--- src/hdl/snapshot_rle_decompressor_assert.svh ---
// Assertion macros for the snapshot RLE decompressor modules; the queue uses them.
`ifndef SNAPSHOT_RLE_DECOMPRESSOR_ASSERT_SVH
`define SNAPSHOT_RLE_DECOMPRESSOR_ASSERT_SVH

// Same-cycle implication, disabled while reset is asserted.
`define SNAPRLE_ASSERT_NOW(lbl, clk, rst_n, ante, cons, msg) \
    lbl: assert property (@(posedge clk) disable iff (!(rst_n)) (ante) |-> (cons)) \
        else $error(msg);

// Next-cycle implication, disabled while reset is asserted.
`define SNAPRLE_ASSERT_NEXT(lbl, clk, rst_n, ante, cons, msg) \
    lbl: assert property (@(posedge clk) disable iff (!(rst_n)) (ante) |=> (cons)) \
        else $error(msg);

`endif

--- src/hdl/snaprle_pkg.sv ---
// Types, constants and helpers for the snapshot RLE decompressor.
`timescale 1ns / 1ps
`default_nettype none

package snaprle_pkg;

    localparam logic [7:0] RUN_MARK  = 8'hED;
    localparam logic [7:0] ZERO_BYTE = 8'h00;

    // Max tokens one input byte can cause: one decision plus a three byte flush.
    localparam int TOK_MAX   = 4;
    localparam int TOK_IDX_W = $clog2(TOK_MAX);
    localparam int TOK_CNT_W = $clog2(TOK_MAX + 1);

    localparam int QUEUE_DEPTH = 4;

    typedef struct packed {
        logic [7:0] value;
        logic [7:0] count;
        logic       marker;
    } t_tok;

    typedef struct packed {
        t_tok [TOK_MAX-1:0]   toks;
        logic [TOK_CNT_W-1:0] ntok;
        logic                 last;
    } t_cmd;

    typedef struct packed {
        logic full;
        logic empty;
    } t_qstat;

    function automatic t_tok mk_tok(logic [7:0] value, logic [7:0] count, logic marker);
        t_tok t;
        t.value  = value;
        t.count  = count;
        t.marker = marker;
        return t;
    endfunction

endpackage

`default_nettype wire

--- src/hdl/snapshot_rle_decompressor.sv ---
// Top level of the snapshot RLE decompressor: front end, queue, back end.
//
//  channel  | direction | handshake              | payload
//  ---------+-----------+------------------------+-----------------------------------------
//  in       | sink      | i_in_valid / o_in_stall| i_in_byte, i_in_last
//  out      | source    | o_out_valid/i_out_stall| o_out_value, o_out_count, o_end_marker,
//           |           |                        | o_out_last
//  cfg      | sink      | i_cfg_valid/o_cfg_ready| i_cfg_data (stop_at_marker)
//
// One byte is taken per cycle while the queue has room; each byte turns into 0..4 tokens.
// Unless stalled, the back end sends one token per cycle, popping each batch at its end.
// The first token of a byte passes through the queue memory and then the output register.
// Reset is synchronous: window, flags, queue pointers and output valid clear; cfg reads 0.
// o_in_stall is raised only by a full queue; o_out_valid holds its token while stalled.
`timescale 1ns / 1ps
`default_nettype none

module snapshot_rle_decompressor #(
    parameter int QUEUE_DEPTH = snaprle_pkg::QUEUE_DEPTH
) (
    input  wire        i_clk,
    input  wire        i_rst_n,
    input  wire        i_in_valid,
    output logic       o_in_stall,
    input  wire  [7:0] i_in_byte,
    input  wire        i_in_last,
    output logic       o_out_valid,
    input  wire        i_out_stall,
    output logic [7:0] o_out_value,
    output logic [7:0] o_out_count,
    output logic       o_end_marker,
    output logic       o_out_last,
    input  wire        i_cfg_valid,
    output logic       o_cfg_ready,
    input  wire        i_cfg_data
);

    snaprle_pkg::t_qstat qstat;
    snaprle_pkg::t_cmd   push_cmd;
    snaprle_pkg::t_cmd   head_cmd;
    logic                push;
    logic                pop;

    snaprle_front u_front (
        .i_clk       (i_clk),
        .i_rst_n     (i_rst_n),
        .i_in_valid  (i_in_valid),
        .o_in_stall  (o_in_stall),
        .i_in_byte   (i_in_byte),
        .i_in_last   (i_in_last),
        .i_cfg_valid (i_cfg_valid),
        .o_cfg_ready (o_cfg_ready),
        .i_cfg_data  (i_cfg_data),
        .i_qstat     (qstat),
        .o_push      (push),
        .o_cmd       (push_cmd)
    );

    snaprle_queue #(
        .DEPTH (QUEUE_DEPTH)
    ) u_queue (
        .i_clk   (i_clk),
        .i_rst_n (i_rst_n),
        .i_push  (push),
        .i_wdata (push_cmd),
        .i_pop   (pop),
        .o_rdata (head_cmd),
        .o_stat  (qstat)
    );

    snaprle_back u_back (
        .i_clk        (i_clk),
        .i_rst_n      (i_rst_n),
        .i_head       (head_cmd),
        .i_qstat      (qstat),
        .o_pop        (pop),
        .o_out_valid  (o_out_valid),
        .i_out_stall  (i_out_stall),
        .o_out_value  (o_out_value),
        .o_out_count  (o_out_count),
        .o_end_marker (o_end_marker),
        .o_out_last   (o_out_last)
    );

endmodule

`default_nettype wire

--- src/hdl/snaprle_front.sv ---
// Front end: byte window, run/marker decision and token batch build.
`timescale 1ns / 1ps
`default_nettype none

module snaprle_front (
    input  wire                 i_clk,
    input  wire                 i_rst_n,
    input  wire                 i_in_valid,
    output logic                o_in_stall,
    input  wire  [7:0]          i_in_byte,
    input  wire                 i_in_last,
    input  wire                 i_cfg_valid,
    output logic                o_cfg_ready,
    input  wire                 i_cfg_data,
    input  snaprle_pkg::t_qstat i_qstat,
    output logic                o_push,
    output snaprle_pkg::t_cmd   o_cmd
);

    logic       r_stop_at_marker;
    logic [7:0] r_win [3];
    logic [7:0] n_win [3];
    logic [1:0] r_fill;
    logic [1:0] n_fill;
    logic       r_stopped;
    logic       n_stopped;

    logic       accept;
    logic [7:0] w [4];
    logic [7:0] kb [3];
    logic [1:0] kfill;
    logic       dec_valid;
    snaprle_pkg::t_tok dec_tok;
    logic       hit_marker;
    logic       hit_run;
    snaprle_pkg::t_cmd cmd;

    assign o_cfg_ready = 1'b1;
    assign o_in_stall  = i_qstat.full;
    assign accept      = i_in_valid && !i_qstat.full;

    always_comb begin
        // window with the new byte placed after the pending ones
        for (int i = 0; i < 4; i++) begin
            if (i < 3 && i < r_fill)
                w[i] = r_win[i];
            else if (i == r_fill)
                w[i] = i_in_byte;
            else
                w[i] = 8'h00;
        end

        hit_marker = r_stop_at_marker && (w[0] == snaprle_pkg::ZERO_BYTE)
                     && (w[1] == snaprle_pkg::RUN_MARK) && (w[2] == snaprle_pkg::RUN_MARK)
                     && (w[3] == snaprle_pkg::ZERO_BYTE);
        hit_run    = (w[0] == snaprle_pkg::RUN_MARK) && (w[1] == snaprle_pkg::RUN_MARK);

        dec_valid = 1'b0;
        dec_tok   = '0;
        n_stopped = r_stopped;
        kb[0]     = w[0];
        kb[1]     = w[1];
        kb[2]     = w[2];
        kfill     = r_fill + 2'd1;

        if (r_fill == 2'd3) begin
            priority if (hit_marker) begin
                dec_valid = 1'b1;
                dec_tok   = snaprle_pkg::mk_tok(8'h00, 8'h00, 1'b1);
                n_stopped = 1'b1;
                kfill     = 2'd0;
            end else if (hit_run) begin
                // a zero count run yields nothing
                dec_valid = (w[2] != 8'h00);
                dec_tok   = snaprle_pkg::mk_tok(w[3], w[2], 1'b0);
                kfill     = 2'd0;
            end else begin
                dec_valid = 1'b1;
                dec_tok   = snaprle_pkg::mk_tok(w[0], 8'd1, 1'b0);
                kb[0]     = w[1];
                kb[1]     = w[2];
                kb[2]     = w[3];
                kfill     = 2'd3;
            end
        end

        cmd      = '0;
        cmd.last = i_in_last;
        if (!r_stopped) begin
            if (dec_valid) begin
                cmd.toks[0] = dec_tok;
                for (int j = 1; j < 4; j++)
                    cmd.toks[j] = snaprle_pkg::mk_tok(kb[j-1], 8'd1, 1'b0);
            end else begin
                for (int j = 0; j < 3; j++)
                    cmd.toks[j] = snaprle_pkg::mk_tok(kb[j], 8'd1, 1'b0);
            end
            cmd.ntok = {2'b00, dec_valid} + (i_in_last ? {1'b0, kfill} : 3'd0);
        end
        // stream end with nothing to say: one empty token
        if (i_in_last && cmd.ntok == '0) begin
            cmd.toks[0] = '0;
            cmd.ntok    = 3'd1;
        end

        n_win  = r_win;
        n_fill = r_fill;
        if (i_in_last) begin
            n_win[0]  = 8'h00;
            n_win[1]  = 8'h00;
            n_win[2]  = 8'h00;
            n_fill    = 2'd0;
            n_stopped = 1'b0;
        end else if (!r_stopped) begin
            n_win  = kb;
            n_fill = kfill;
        end else begin
            n_stopped = r_stopped;
        end
    end

    assign o_push = accept && (cmd.ntok != '0);
    assign o_cmd  = cmd;

    always_ff @(posedge i_clk) begin
        if (!i_rst_n) begin
            r_stop_at_marker <= 1'b0;
            r_fill           <= 2'd0;
            r_stopped        <= 1'b0;
            r_win[0]         <= 8'h00;
            r_win[1]         <= 8'h00;
            r_win[2]         <= 8'h00;
        end else begin
            if (i_cfg_valid && o_cfg_ready)
                r_stop_at_marker <= i_cfg_data;
            if (accept) begin
                r_win     <= n_win;
                r_fill    <= n_fill;
                r_stopped <= n_stopped;
            end
        end
    end

endmodule

`default_nettype wire

--- src/hdl/snaprle_queue.sv ---
// Small request queue between front and back end.
`timescale 1ns / 1ps
`default_nettype none

`include "snapshot_rle_decompressor_assert.svh"

module snaprle_queue #(
    parameter int DEPTH = snaprle_pkg::QUEUE_DEPTH
) (
    input  wire                 i_clk,
    input  wire                 i_rst_n,
    input  wire                 i_push,
    input  snaprle_pkg::t_cmd   i_wdata,
    input  wire                 i_pop,
    output snaprle_pkg::t_cmd   o_rdata,
    output snaprle_pkg::t_qstat o_stat
);

    localparam int PTR_W = (DEPTH > 1) ? $clog2(DEPTH) : 1;

    snaprle_pkg::t_cmd r_mem [DEPTH];
    logic [PTR_W:0]    r_wptr;
    logic [PTR_W:0]    r_rptr;
    logic              full;
    logic              empty;

    assign empty = (r_wptr == r_rptr);
    assign full  = (r_wptr[PTR_W] != r_rptr[PTR_W])
                   && (r_wptr[PTR_W-1:0] == r_rptr[PTR_W-1:0]);

    assign o_stat.full  = full;
    assign o_stat.empty = empty;
    assign o_rdata      = r_mem[r_rptr[PTR_W-1:0]];

    always_ff @(posedge i_clk) begin
        if (i_push)
            r_mem[r_wptr[PTR_W-1:0]] <= i_wdata;
    end

    always_ff @(posedge i_clk) begin
        if (!i_rst_n) begin
            r_wptr <= '0;
            r_rptr <= '0;
        end else begin
            if (i_push)
                r_wptr <= r_wptr + 1'b1;
            if (i_pop)
                r_rptr <= r_rptr + 1'b1;
        end
    end

    `SNAPRLE_ASSERT_NOW(a_no_push_full, i_clk, i_rst_n, i_push, !full, "push into full queue")
    `SNAPRLE_ASSERT_NOW(a_no_pop_empty, i_clk, i_rst_n, i_pop, !empty, "pop from empty queue")
    `SNAPRLE_ASSERT_NEXT(a_push_fills, i_clk, i_rst_n, i_push && !i_pop, !empty, "push lost")
    `SNAPRLE_ASSERT_NOW(a_ntok_range, i_clk, i_rst_n, i_push,
        (i_wdata.ntok != '0) && (i_wdata.ntok <= 3'(snaprle_pkg::TOK_MAX)), "bad token count")

endmodule

`default_nettype wire

--- src/hdl/snaprle_back.sv ---
// Back end: walks each queued batch and presents one token per cycle while the output is not stalled.
`timescale 1ns / 1ps
`default_nettype none

module snaprle_back (
    input  wire                 i_clk,
    input  wire                 i_rst_n,
    input  snaprle_pkg::t_cmd   i_head,
    input  snaprle_pkg::t_qstat i_qstat,
    output logic                o_pop,
    output logic                o_out_valid,
    input  wire                 i_out_stall,
    output logic [7:0]          o_out_value,
    output logic [7:0]          o_out_count,
    output logic                o_end_marker,
    output logic                o_out_last
);

    logic [snaprle_pkg::TOK_IDX_W-1:0] r_idx;
    logic                              r_out_valid;
    snaprle_pkg::t_tok                 r_tok;
    logic                              r_last;
    logic                              load;
    logic                              at_end;

    assign load   = !i_qstat.empty && (!r_out_valid || !i_out_stall);
    assign at_end = ({1'b0, r_idx} == (i_head.ntok - 3'd1));
    assign o_pop  = load && at_end;

    always_ff @(posedge i_clk) begin
        if (load) begin
            r_tok  <= i_head.toks[r_idx];
            r_last <= i_head.last && at_end;
        end
    end

    always_ff @(posedge i_clk) begin
        if (!i_rst_n) begin
            r_idx       <= '0;
            r_out_valid <= 1'b0;
        end else begin
            if (load) begin
                r_out_valid <= 1'b1;
                r_idx       <= at_end ? '0 : r_idx + 1'b1;
            end else if (!i_out_stall) begin
                r_out_valid <= 1'b0;
            end
        end
    end

    assign o_out_valid  = r_out_valid;
    assign o_out_value  = r_tok.value;
    assign o_out_count  = r_tok.count;
    assign o_end_marker = r_tok.marker;
    assign o_out_last   = r_last;

endmodule

`default_nettype wire

--- config.mk ---
export PLATFORM = sky130hd
export DESIGN_NAME = snapshot_rle_decompressor
export DESIGN_NICKNAME = d
export VERILOG_FILES = /design/src/hdl/snaprle_pkg.sv /design/src/hdl/snapshot_rle_decompressor.sv /design/src/hdl/snaprle_front.sv /design/src/hdl/snaprle_queue.sv /design/src/hdl/snaprle_back.sv
export VERILOG_INCLUDE_DIRS = /design/src /design/src/hdl
export SDC_FILE = /design/constraint.sdc
export NUM_CORES = 1
export LEC_CHECK = 0
export BUFFER_PORTS_ARGS = -buffer_cell sky130_fd_sc_hd__buf_2
export CORE_MARGIN = 2
export CORE_UTILIZATION = 36
export DETAILED_ROUTE_END_ITERATION = 7
export PLACE_DENSITY_LB_ADDON = 0.15
export SLEW_MARGIN = 10
export SYNTH_ARGS = -nofsm -noshare
export SYNTH_HDL_FRONTEND = slang
export SYNTH_SLANG_ARGS = --single-unit
--- constraint.sdc ---
create_clock -name i_clk -period 7.8 [get_ports i_clk]
set_clock_uncertainty 0.2 [all_clocks]
set_input_delay 1.17 -clock i_clk [delete_from_list [all_inputs] [get_ports i_clk]]
set_output_delay 1.17 -clock i_clk [all_outputs]
set_load 0.05 [all_outputs]
Word-level counts from Yosys, hierarchy flattened
Memories as Yosys holds them, arrays and structs flattened. A register that Yosys moved wholly into a read port is not among the register bits.
Index checks and enable logic that the tools add are counted.
Widths: inputs -> output; s select.
{"block": "op_classes", "div": 0, "shifts": 0, "eq_ne": 13, "bitwise": 0, "order_cmp": 4, "addsub": 6, "multipliers": 0, "n_mux": 41, "reduce_logical": 24}
{"cell": "$mux 24", "count": 5}
{"cell": "$mux 17", "count": 5}
{"cell": "$mux 71", "count": 1}
{"cell": "$mux 8", "count": 7}
{"cell": "$mux 51", "count": 1}
{"cell": "$bmux 17 s2", "count": 1}
{"cell": "$eq 8x8->1 const B", "count": 3}
{"cell": "$mux 20", "count": 1}
{"cell": "$mux 2", "count": 9}
{"cell": "$logic_not 8->1", "count": 2}
{"cell": "$logic_and 1x1->1", "count": 12}
{"cell": "$mux 1", "count": 11}
{"cell": "$reduce_bool 8->1", "count": 1}
{"cell": "$add 3x1->3 const B", "count": 2}
{"cell": "$add 2x1->2 const B", "count": 2}
{"cell": "$eq 2x2->1 const A", "count": 2}
{"cell": "$logic_not 1->1", "count": 4}
{"cell": "$lt 1x2->1 const A", "count": 2}
{"cell": "$add 1x3->3", "count": 1}
{"cell": "$eq 2x3->1", "count": 1}
{"cell": "$eq 3x3->1", "count": 1}
{"cell": "$logic_not 3->1", "count": 1}
{"cell": "$lt 2x3->1 const B", "count": 1}
{"cell": "$reduce_bool 3->1", "count": 1}
{"cell": "other kinds (11)", "count": 11}
{"block": "word_totals", "mem_bits_ro": 0, "mem_count": 1, "input_bits": 15, "ff_bits": 55, "latchBits": 0, "out_inout_bits": 21, "ram_bits": 288}
{"memory": "u_queue.r_mem", "depth": 4, "word_bits": 72, "read_ports": 1, "rd_ports_with_merged_regs": 1, "wr": 1, "line_no": "snaprle_queue.sv:21", "text": "snaprle_pkg::t_cmd r_mem [DEPTH];"}

Logic depth before layout (Yosys ltp)
{"block": "logic_depth", "word_depth": 20, "ltp_mapped": 19, "ltp_nobuf": 16}

Hierarchy
A second synthesis with hierarchy kept.
{"block": "hier_totals", "cells_unflattened": 835, "hier_area_um2": 14779.2}
{"mod": "snaprle_queue", "area_each_um2": 10885.4, "n_inst": 1, "cells_per_inst": 419, "seq_area_each_um2": 8808.4}
{"mod": "snaprle_front", "area_each_um2": 2733.9, "n_inst": 1, "cells_per_inst": 355, "seq_area_each_um2": 560.5}
{"mod": "snaprle_back", "area_each_um2": 1159.9, "n_inst": 1, "cells_per_inst": 61, "seq_area_each_um2": 600.6}

Worst setup path before layout
No wires, ideal clock.
{"block": "synth_path", "path_kind": "input port to flip-flop", "startpoint": "in i_in_byte[4]", "endpoint": "mem u_queue.r_mem[3][0] in the netlist's numbering (enable)", "arrival_time_ns": 4.980, "n_path_buf": 1, "setup_slack_ns": 2.209, "path_stages": 12, "required_time_ns": 7.189, "path_cell_list": "clkbuf_2 -> or3b_1 -> a22o_1 -> or4_4 -> o31ai_4 -> inv_4 -> ha_1 -> ha_1 -> nor3_1 -> nor2_1 -> o21a_1 -> and2_1"}
{"block": "synth_via", "elab_chain_cells": 19}
{"element": "from (decl)", "line_no": "snapshot_rle_decompressor.sv:25", "text": "input wire [7:0] i_in_byte,"}
{"element": "$mux 8", "line_no": "snaprle_front.sv:47", "text": "else if (i == r_fill)"}
{"element": "$mux 8", "line_no": "snaprle_front.sv:45", "text": "if (i < 3 && i < r_fill)"}
{"element": "$logic_not 8->1", "line_no": "snaprle_front.sv:53", "text": "hit_marker = r_stop_at_marker && (w[0] == snaprle_pkg::ZERO_BYTE)"}
{"element": "$logic_and 1x1->1", "line_no": "snaprle_front.sv:53"}
{"element": "$logic_and 1x1->1 (2 in series)", "line_no": "snaprle_front.sv:54", "text": "&& (w[1] == snaprle_pkg::RUN_MARK) && (w[2] == snaprle_pkg::RUN_MARK)"}
{"element": "$logic_and 1x1->1", "line_no": "snaprle_front.sv:55", "text": "&& (w[3] == snaprle_pkg::ZERO_BYTE);"}
{"element": "$mux 2", "line_no": "snaprle_front.sv:67", "text": "priority if (hit_marker) begin"}
{"element": "$mux 2", "line_no": "snaprle_front.sv:66", "text": "if (r_fill == 2'd3) begin"}
{"element": "(+2 left out)"}
{"element": "$mux 71 *", "line_no": "snaprle_front.sv:89", "text": "if (!r_stopped) begin"}
{"element": "$logic_not 3->1", "line_no": "snaprle_front.sv:101", "text": "if (i_in_last && cmd.ntok == '0) begin"}
{"element": "$logic_and 1x1->1", "line_no": "snaprle_front.sv:101"}
{"element": "$mux 20 *", "line_no": "snaprle_front.sv:101"}
{"element": "$reduce_bool 3->1 *", "line_no": "snaprle_front.sv:122", "text": "assign o_push = accept && (cmd.ntok != '0);"}
{"element": "$logic_and 1x1->1 *", "line_no": "snaprle_front.sv:122"}
{"element": "$mux 1 *", "line_no": "snaprle_queue.sv:36", "text": "if (i_push)"}
{"element": "$mux 1 (implied by the code) *", "line_no": "snaprle_queue.sv:37", "text": "r_mem[r_wptr[PTR_W-1:0]] <= i_wdata;"}
{"element": "to (decl)", "line_no": "snaprle_queue.sv:21"}
Every way passes the cells marked *; elsewhere a longest branch is shown, timed or not.

Worst setup path in the final report
{"block": "layout_path", "startpoint": "reg u_front.r_fill[1]", "endpoint": "mem u_queue.r_mem[3][20] in the netlist's numbering (enable)"}
{"block": "layout_via", "elab_chain_cells": 20}
{"element": "from (decl)", "line_no": "snaprle_front.sv:23", "text": "logic [1:0] r_fill;"}
{"element": "from (signal assigned)", "line_no": "snaprle_front.sv:138", "text": "r_fill <= n_fill;"}
{"element": "$logic_not 2->1", "line_no": "snaprle_front.sv:47"}
{"element": "$mux 8", "line_no": "snaprle_front.sv:47"}
{"element": "$mux 8", "line_no": "snaprle_front.sv:45"}
{"element": "$logic_not 8->1", "line_no": "snaprle_front.sv:53"}
{"element": "$logic_and 1x1->1", "line_no": "snaprle_front.sv:53"}
{"element": "$logic_and 1x1->1 (2 in series)", "line_no": "snaprle_front.sv:54"}
{"element": "$logic_and 1x1->1", "line_no": "snaprle_front.sv:55"}
{"element": "$mux 2", "line_no": "snaprle_front.sv:67"}
{"element": "(+3 left out)"}
{"element": "$mux 71 *", "line_no": "snaprle_front.sv:89"}
{"element": "$logic_not 3->1", "line_no": "snaprle_front.sv:101"}
{"element": "$logic_and 1x1->1", "line_no": "snaprle_front.sv:101"}
{"element": "$mux 20 *", "line_no": "snaprle_front.sv:101"}
{"element": "$reduce_bool 3->1 *", "line_no": "snaprle_front.sv:122"}
{"element": "$logic_and 1x1->1 *", "line_no": "snaprle_front.sv:122"}
{"element": "$mux 1 *", "line_no": "snaprle_queue.sv:36"}
{"element": "$mux 1 (implied by the code) *", "line_no": "snaprle_queue.sv:37"}
Marks and branches as above.

==> results.ini <==
[outcome]
status = completed

[cts]
post_cts_buffers = 0
htreeDepth = 1
cts_resized = 0
clk_latency_ns = 0.54
hold_buffers = 0
clk_pin_slew_worst_paths_ns = 0.06
cts_tree = done
cts.sinks = 245
ctsRootBufferMaster = clkbuf_16
cts_max_path_buffers = 3
cts_made_buffers = 27

[finish]
design_area_sq_um = 12090
seqCellArea_sq_um = 6972
final_layout_size_suffix_gt1_frac = 0.2084
nets = 765
n_antenna_cell = 0
multi_input_area_sq_um = 3483
syn2layout_area_growth_pct = 13.04
final_cell_count_no_fill = 1148
num-fill-cells = 2749

[yosys]
synth_edf_count = 206
synth_top_cell_by_area = edfxtp_1
syn_area_per_cell_sq_um = 15.06
synth_top_area_frac = 0.5785
synthTopCellsByCount = edfxtp_1, nand2_1, mux4_2
yosysWarnings = 0
synth.distinct_cells = 69
syn_inst = 710
synth-seq-cells = 245
synth_async_sr_flop_share = 0
yosysMostFrequentCell = edfxtp_1
synthTopCellsByArea = edfxtp_1, mux4_2, dfxtp_1
synthesis.nets = 738
ys.flop_type = edfxtp_1
netlist_area_sq_um = 10690
yosysSeqAreaShare = 0.6515

[placed_design]
post_dp_cell_area_sq_um = 11240
port_buffers = 34
routabilityCongestion = 0.9320
hpwl_mm = 17.21
dp_cells = 1098
dp_slack_ns = 1.627

[worst_setup_path]
slowest_stage = dfxtp_1
path_max_fanout = 30
path_cells = inv_1 > ha_1 > or3_1 > a22o_1 > nor4_2 > a21oi_1 > a21oi_1 > nor2b_1 > ha_1 > ha_1 > nor3_1 > nor2_1 > o21a_1 > and2_2 > buf_4
criticalPathCategory = register to register
timing.critical_path.to_type = register
crit_top_cell = ha_1
cp_num_buf_inv = 2
cp.required_ns = 7.81
critPathTopFamily = simple AND/OR/NAND/NOR gates
worst_setup_path_start_kind = register
cpPeakStageDelay_ns = 0.89
cp.arrival_ns = 6.18

[power]
ir_worst_vdd_mv = 0.1523
leakagePower_nw = 3.796
powerDensity_nw_per_um2 = 265.5

[global_routing]
antenna_found_initial = 0
grt-ovfl-total = 0
grt_pass1_wl_mm = 39.97
grt_max_degree = 48
grt_usage = 0.1714
first_global_vias = 6514

[sta]
finalCritPeriodShare = 0.7917
setup_slack_ns = 1.624
setup_viol = 0
drv_slew = 0
hold_violations = 0
rsz0062_at_grt = false
max_slew_margin = 0.2678
fmax_ghz = 0.1619
worstMarginPinSlew_ns = 1.095
period_needed_ns = 6.176
tns_ns = 0

[die]
die_area_sq_um = 31100
core-area_sq_um = 29480
start_util = 0.3627
io_pins = 36
rows = 63
fp.dieW_um = 176.3
die_y_um = 176.3

[hold_path]
hold_class = register to register

[drt]
drtIter0Drc = 435
drc = 0
drtAntennaViolNets = 0
first_pass_iters = 5
wl_per_cell_um = 22.69
via_per_inst = 5.449
num_vias = 6256
routed_wl_mm = 26.04

[run]
drv_cap = 0

[cells by family (layout without fill, tap and decap cells)]
group,after synthesis,count (layout),share of synthesized area
DFF,245,245,0.6515
and+or+nand+nor,185,185,0.09267
AOI/OAI and AO/OA,122,122,0.07267
muxes,76,76,0.1360
buffers and inverters,59,107,0.02422
adders and majority gates,13,13,0.01521
xor gates and xnor gates,9,9,0.007372
other,1,1,0.0003507
[metal layers]
metal  global-route usage  routed length, um
met1               0.2451              11990
met2               0.2735              12150
met3              0.02412               1216
met5                    0                  0
met4              0.05131                693
[metrics by stage]
stage                     hold WS (ns)  total power, W  utilization
after detailed placement        0.2527        0.002026       0.3811
after CTS                       0.2669        0.003249       0.4100
after global placement          0.2633        0.002019       0.3811
after floorplan                 0.2244        0.001901            -
final                           0.2717        0.003209       0.4100
after global routing            0.3085        0.003335       0.4100
[final cells by class]
cell class | count | area share
well taps | 390 | 0.04037
multi-input cells | 406 | 0.2882
clock buffers | 39 | 0.06046
clock inverters | 11 | 0.009938
inverters | 14 | 0.004555
repair buffers | 43 | 0.01967
flip-flops and latches | 245 | 0.5768
[final timing paths]
| check | start | end | slack [ns] | cells past startpoint |
|---|---|---|---|---|
| hold reg to reg | u_front.r_win[16]$_SDFFE_PN0P_ | u_front.r_win[16]$_SDFFE_PN0P_ | 0.27 | 2 |
| setup reg to reg | u_front.r_fill[1]$_SDFFE_PN0P_ | u_queue.r_mem[3][20]$_DFFE_PP_ | 1.62 | 15 |
| setup / recovery | u_front.r_fill[1]$_SDFFE_PN0P_ | u_queue.r_mem[3][20]$_DFFE_PP_ | 1.62 | 15 |
| hold / removal | u_front.r_win[16]$_SDFFE_PN0P_ | u_front.r_win[16]$_SDFFE_PN0P_ | 0.27 | 2 |
[worst min-delay path: stages (launching register included)]
cell and delay (ns):
dfxtp_1 0.33, nand2_1 0.05, o21ai_0 0.06
[where the power goes]
part / total [W] / internal, W / switching (W)
combinational: 0.000431 / 0.000155 / 0.000275
clock: 0.00122 / 0.000720 / 0.000501
sequential: 0.00156 / 0.00152 / 0.0000378
[cells in the final DEF (no fill, tap or decap), types with 3 or more instances in the layout]
cell and instances:
a211oi_1 5, a21oi_1 24, a222oi_1 3, a22o_1 4
and2_1 10, and2_2 4, and3_1 10, buf_2 34
buf_4 9, clkbuf_1 11, clkbuf_16 27, clkinv_1 3
clkinv_2 4, dfxtp_1 37, edfxtp_1 206, ha_1 13
inv_1 12, mux2_2 4, mux2i_1 17, mux4_2 55
nand2_1 60, nand3_1 13, nand3b_1 5, nand4b_1 5
nor2_1 26, nor2b_1 20, nor3_1 5, o21a_1 5
o21ai_0 45, o22ai_1 10, o32ai_1 5, o41ai_1 3
or3_1 4, xnor2_1 6, xor2_1 3
[registers in the layout (all words and copies together) (netlist names), named ones only]
signal and count:
u_back.o_out_value 8, u_queue.r_wptr 3, u_back.r_idx 2, u_back.o_out_valid 1, u_queue.r_mem 188, u_front.r_stopped 1, u_front.r_win 24, u_queue.r_rptr 3
u_front.r_stop_at_marker 1, u_back.o_out_last 1, u_back.o_end_marker 1, u_back.o_out_count 8, u_front.r_fill 2
No activity file was read; power rests on OpenSTA's default activity.
